[src/design/sti_pkg.sv]
// Package for the sorted table interpolation block: sizes, codes, types.
// No dependencies; every other file of the block but sti_ram imports it.
`default_nettype none
package sti_pkg;

	localparam int TABLE_DEPTH = 1024;
	localparam int ADDR_W      = $clog2(TABLE_DEPTH);
	localparam int NUM_W       = ADDR_W + 1;
	localparam int CNT_W       = 11;
	localparam int TIME_W      = 48;
	localparam int VAL_W       = 32;
	localparam int IDX_W       = 10;
	localparam int FOUND_W     = 11;
	localparam int DIFF_W      = TIME_W + 1;
	localparam int DV_W        = VAL_W + 1;
	localparam int PROD_W      = DV_W + DIFF_W;
	localparam int QUO_W       = 41;
	localparam int SUM_W       = QUO_W + 1;
	localparam int DIV_CNT_W   = $clog2(PROD_W);
	localparam int MUL_LO_W    = 25;
	localparam int FIFO_DEPTH  = 2;

	localparam logic KIND_WRITE = 1'b0;
	localparam logic KIND_QUERY = 1'b1;

	typedef struct packed {
		logic                     kind;
		logic [IDX_W-1:0]         entry_index;
		logic signed [TIME_W-1:0] entry_time;
		logic signed [VAL_W-1:0]  entry_value;
		logic signed [TIME_W-1:0] query_time;
	} sti_item_t;

	typedef enum logic [3:0] {
		ST_IDLE, ST_RD_LO, ST_RD_HI, ST_CHECK, ST_MID, ST_EXV,
		ST_IP1, ST_IP2, ST_IP3, ST_MUL0, ST_MUL1, ST_DIV, ST_FIN, ST_DONE
	} sti_state_t;

endpackage
`default_nettype wire

[src/design/sti_if.sv]
// Handshake channel interfaces of the block: input word, result word, config.
// Depends on sti_pkg for field widths.
`default_nettype none
interface sti_in_if import sti_pkg::*; ();
	logic                     valid;
	logic                     ready;
	logic                     kind;
	logic [IDX_W-1:0]         entry_index;
	logic signed [TIME_W-1:0] entry_time;
	logic signed [VAL_W-1:0]  entry_value;
	logic signed [TIME_W-1:0] query_time;
	modport source (output valid, kind, entry_index, entry_time, entry_value, query_time,
		input ready);
	modport sink (input valid, kind, entry_index, entry_time, entry_value, query_time,
		output ready);
endinterface

`default_nettype wire

[src/design/sti_front.sv]
// Front end: accepts input words into a two-entry queue for the back end.
// Depends on sti_pkg and sti_if.
`default_nettype none
module sti_front import sti_pkg::*; (
	input  wire logic  clk,
	input  wire logic  arst_n,
	sti_in_if.sink     in_ch,
	output logic       item_valid,
	output sti_item_t  item,
	input  wire logic  item_pop
);
	sti_item_t                   fifo_q [FIFO_DEPTH];
	logic [$clog2(FIFO_DEPTH)-1:0] wptr_q, rptr_q;
	logic [$clog2(FIFO_DEPTH):0]   count_q;
	logic                          push;

	assign in_ch.ready = (count_q != ($clog2(FIFO_DEPTH)+1)'(FIFO_DEPTH));
	assign push        = in_ch.valid && in_ch.ready;
	assign item_valid  = (count_q != '0);
	assign item        = fifo_q[rptr_q];

	always_ff @(posedge clk) begin
		if (push) begin
			fifo_q[wptr_q] <= '{kind: in_ch.kind, entry_index: in_ch.entry_index,
				entry_time: in_ch.entry_time, entry_value: in_ch.entry_value,
				query_time: in_ch.query_time};
		end
	end

	always_ff @(posedge clk or negedge arst_n) begin
		if (!arst_n) begin
			wptr_q  <= '0;
			rptr_q  <= '0;
			count_q <= '0;
		end else begin
			if (push) wptr_q <= wptr_q + 1'b1;
			if (item_pop) rptr_q <= rptr_q + 1'b1;
			case ({push, item_pop})
				2'b10:   count_q <= count_q + 1'b1;
				2'b01:   count_q <= count_q - 1'b1;
				default: count_q <= count_q;
			endcase
		end
	end
endmodule
`default_nettype wire

[src/flat_wrapper.sv]
// flat-port wrapper written by rule: the top's interface ports become plain ports
module sti_front_flat import sti_pkg::*;
  (clk, arst_n, item_valid, item, item_pop, in_ch_valid, in_ch_kind, in_ch_entry_index, in_ch_entry_time, in_ch_entry_value, in_ch_query_time, in_ch_ready);
  sti_in_if in_ch_i ();
  input  wire logic clk;
  input  wire logic arst_n;
  output logic item_valid;
  output sti_item_t item;
  input  wire logic item_pop;
  input wire logic [$bits(in_ch_i.valid)-1:0] in_ch_valid;
  input wire logic [$bits(in_ch_i.kind)-1:0] in_ch_kind;
  input wire logic [$bits(in_ch_i.entry_index)-1:0] in_ch_entry_index;
  input wire logic [$bits(in_ch_i.entry_time)-1:0] in_ch_entry_time;
  input wire logic [$bits(in_ch_i.entry_value)-1:0] in_ch_entry_value;
  input wire logic [$bits(in_ch_i.query_time)-1:0] in_ch_query_time;
  output wire logic [$bits(in_ch_i.ready)-1:0] in_ch_ready;
  assign in_ch_i.valid = in_ch_valid;
  assign in_ch_i.kind = in_ch_kind;
  assign in_ch_i.entry_index = in_ch_entry_index;
  assign in_ch_i.entry_time = in_ch_entry_time;
  assign in_ch_i.entry_value = in_ch_entry_value;
  assign in_ch_i.query_time = in_ch_query_time;
  assign in_ch_ready = in_ch_i.ready;
  sti_front u_core (.clk(clk), .arst_n(arst_n), .in_ch(in_ch_i), .item_valid(item_valid), .item(item), .item_pop(item_pop));
endmodule
[config.mk]
export PLATFORM = sky130hd
export DESIGN_NAME = sti_front_flat
export DESIGN_NICKNAME = d
export VERILOG_FILES = /design/src/design/sti_pkg.sv /design/src/design/sti_if.sv /design/src/design/sti_front.sv /design/src/flat_wrapper.sv
export SDC_FILE = /design/constraint.sdc
export NUM_CORES = 1
export LEC_CHECK = 0
export ABC_AREA = 1
export BUFFER_PORTS_ARGS = -buffer_cell sky130_fd_sc_hd__buf_2
export CORE_MARGIN = 4
export CORE_UTILIZATION = 50
export CTS_BUF_LIST = sky130_fd_sc_hd__clkbuf_4 sky130_fd_sc_hd__clkbuf_8 sky130_fd_sc_hd__clkbuf_16
export DETAILED_ROUTE_END_ITERATION = 8
export GPL_ROUTABILITY_DRIVEN = 0
export PLACE_DENSITY_LB_ADDON = 0.05
export SYNTH_ARGS = -nofsm -noshare
export SYNTH_HDL_FRONTEND = slang
export SYNTH_SLANG_ARGS = --single-unit
[constraint.sdc]
create_clock -name clk -period 9.7 [get_ports clk]
set_clock_uncertainty 0.05 [all_clocks]
set_input_delay 0.485 -clock clk [delete_from_list [all_inputs] [get_ports clk]]
set_output_delay 0.485 -clock clk [all_outputs]
set_load 0.03 [all_outputs]
==> summary.md <==
| Metric | Value |
|---|---|
| DR pass1 iterations | `6` |
| Clock sink count | `282` |
| I/O pin cnt | `284` |
| Ys Warns | `0` |
| Worst-Skew Late Latency | `0.52 ns` |
| Post-CTS Setup Inserts | `0` |
| Power Density | `336 mW/mm2` |
| Syn Area/Cell | `14.3 um2` |
| Post-synthesis sequential area ratio | `78.7%` |
| Initial antenna violation count | `5` |
| Chip height | `155 um` |
| Crit Reg-Reg Startpoint | `u_core.count_q[0]` |
| Adder-cell area share of the yosys netlist | `0.116%` |
| Post-synthesis xor/xnor area fraction | `0.163%` |
| Initial drt markers | `290` |
| Setup slack after layout | `6.04 ns` |
| Synthesized Nets | `895` |
| CTS tree | `done` |
| Simple-gate share of the synthesized area | `5.31%` |
| RSZ-0062 raised after global routing | `no` |
| Starting density of the core | `50.9%` |
| Die area | `0.0239 mm2` |
| Area fraction of the dominant cell type after synthesis | `77.7%` |
| Largest net degree at the start of global routing | `103` |
| Final min period | `3.66 ns` |
| Min-Delay Endpoint | `u_core.fifo_q[1][30]` |
| CTS Buf Count | `28` |
| Post-route insts no fill | `1338` |
| Slew @ Worst Pin | `1.07 ns` |
| Core area | `0.0211 mm2` |
| Most frequent cells in the layout | `buf_2, edfxtp_1, nand2_1` |
| Mapped Area | `0.0107 mm2` |
| Synth Area in Compound Gates | `8.27%` |
| Slowest stage delay, CP | `1.01 ns` |
| R2R Path End | `u_core.fifo_q[0][83]` |
| Post-CTS sizing | `0` |
| HP Start | `in_ch_query_time[30]` |
| Crit Path Class | `reg2out` |
| Synth top area cells | `edfxtp_1, nand2_1, inv_1, o21ai_2, o21ai_0` |
| Dpl cells | `1284` |
| Number of global-route vias before repair | `5931` |
| Share of layout cells above drive strength 1 | `36.5%` |
| Leak | `5.63 nW` |
| Final Hold Fails | `0` |
| Pins over their slew limit | `0` |
| #FFs+latches synth | `282` |
| Fmax | `273 MHz` |
| Vias per inst | `4.64` |
| Post-layout nets | `1184` |
| Yosys cell types | `17` |
| Crit path max fanout | `102` |
| Area Overhead vs Synth | `23.0%` |
| Post-route ant nets | `0` |
| R2R setup slack | `6.51 ns` |
| Gr ovfl total | `0` |
| Max Buffers Root-to-Sink | `3` |
| Setup crit start kind | `register` |
| Final setup fails | `0` |
| Peak supply drop | `232 uV` |
| DRC | `0` |
| # H-tree levels | `1` |
| R2R depth | `6` |
| Pwr Total | `4.45 mW` |
| Drt wl/cell | `15.1 um` |
| Multiplexer share of the synthesized area | `0%` |
| Post-Route Setup TNS | `0 ns` |
| Design Area, Final | `0.0132 mm2` |
| Outcome | `completed` |
| # Max-Cap Violations | `0` |
| Die width | `155 um` |
| Via Count | `6205` |
| Combinational family with the most area after synthesis | `compound AO/OA/AOI/OAI gates` |
| Worst-path clk slew | `0.06 ns` |
| Final worst-path cycle share | `37.7%` |
| Endpoint type of the worst setup path | `primary output` |
| Worst hold stages | `1` |
| First-pass GRT wire length | `30400 um` |
| Critical path arrival | `3.13 ns` |
| IO buf count | `283` |
| Commonest non-fill, non-tap cell in the layout | `buf_2` |
| Largest area contributor in the netlist | `edfxtp_1` |
| HP Class | `in2reg` |
| Slew HR | `29.0%` |
| Total GRT Usage | `16.2%` |
| Placed cell areas | `0.0123 mm2` |
| Root buffer cell | `clkbuf_16` |
| Cell Chain, Critical Path | `buf_4, o21ai_0, buf_2` |
| Worst Path Required | `9.17 ns` |
| FP Rows | `53` |
| Post-detail-place hpwl | `13300 um` |
| Final wirelength | `20100 um` |
| Dpl ws | `6.44 ns` |
| Mapped Cells | `751` |
| Slowest stage cell, crit path | `dfrtp_4` |
## where the power goes
group,internal [mW],switching (mW)
logic,0.404,1.25
clock network,0.612,0.410
registers,1.66,0.109
total,2.68,1.77
## layer usage
metal / part of all wire, % / vias up / track usage (%)
met4: 2.3 / 8 / 5.00
met5: 0.21 / - / 0
met1: 39 / 2830 / 19.4
met3: 9.6 / 42 / 6.02
li1: - / 3132 / -
met2: 49 / 193 / 27.6
## timing repair
| action | 4_1_cts | 5_1_grt |
|---|---|---|
| hold buffers | 1 | 0 |
| endpoints found under the setup margin | 0 | 0 |
| hold endpoints to repair | 4 | 0 |
## synthesized netlist by cell type
cell type and number:
nand2_1 146, o21ai_2 50, a21oi_1 1, o21ai_1 21, xnor2_1 1, xor2_1 1
nand4_1 1, ha_1 1, o21ai_0 68, edfxtp_1 278, nor2_1 3, clkbuf_1 6
nand3_1 1, buf_6 14, dfrtp_1 4, buf_4 11, inv_1 144
## critical path, delay by kind of cell, from the launching register on
kind | cells | cell delay [ns]
flops | 1 | 1.01
buf+inv | 2 | 1.20
compound gates | 1 | 0.34
## final cells by class
| type | count | area (um2) |
|---|---|---|
| inverters | 144 | 541 |
| diodes | 1 | 2.50 |
| repair buffers | 290 | 1470 |
| flip-flops and latches | 282 | 8450 |
| multi-input cells | 294 | 1500 |
| well taps | 275 | 344 |
| clock buffers | 41 | 822 |
| fillers | 1657 | 7880 |
| clock inverters | 11 | 76.3 |
## stage by stage
stage | hold WS, ns | util, %
6_report | 0.0932 | 62.7
2_1_floorplan | 0.139 | -
5_1_grt | 0.0724 | 62.7
3_3_place_gp | 0.248 | 58.3
4_1_cts | 0.0687 | 62.6
3_5_place_dp | 0.249 | 58.3
## logic make-up after synthesis
kind of cell | Yosys count
flops | 282
simple gates | 151
compound gates | 140
fa+ha+maj | 1
buf+inv | 175
xor+xnor | 2
## sequential cells by signal, indices dropped and copies added (netlist names)
register,cells
u_core.fifo_q,278
u_core.count_q,2
u_core.rptr_q,1
u_core.wptr_q,1
## worst max-delay path by stage
stage / start / end / cells past startpoint
finish: u_core.rptr_q / item[10] / 3
global route: u_core.rptr_q / item[10] / 3
CTS: u_core.rptr_q / item[10] / 3
detailed placement: in_ch_valid / u_core.fifo_q[0][89] / 5
global placement: in_ch_valid / u_core.fifo_q[0][66] / 5
floorplan: u_core.count_q[0] / u_core.fifo_q[1][0] / 4
Note: power is estimated with default switching activity, not from simulation.
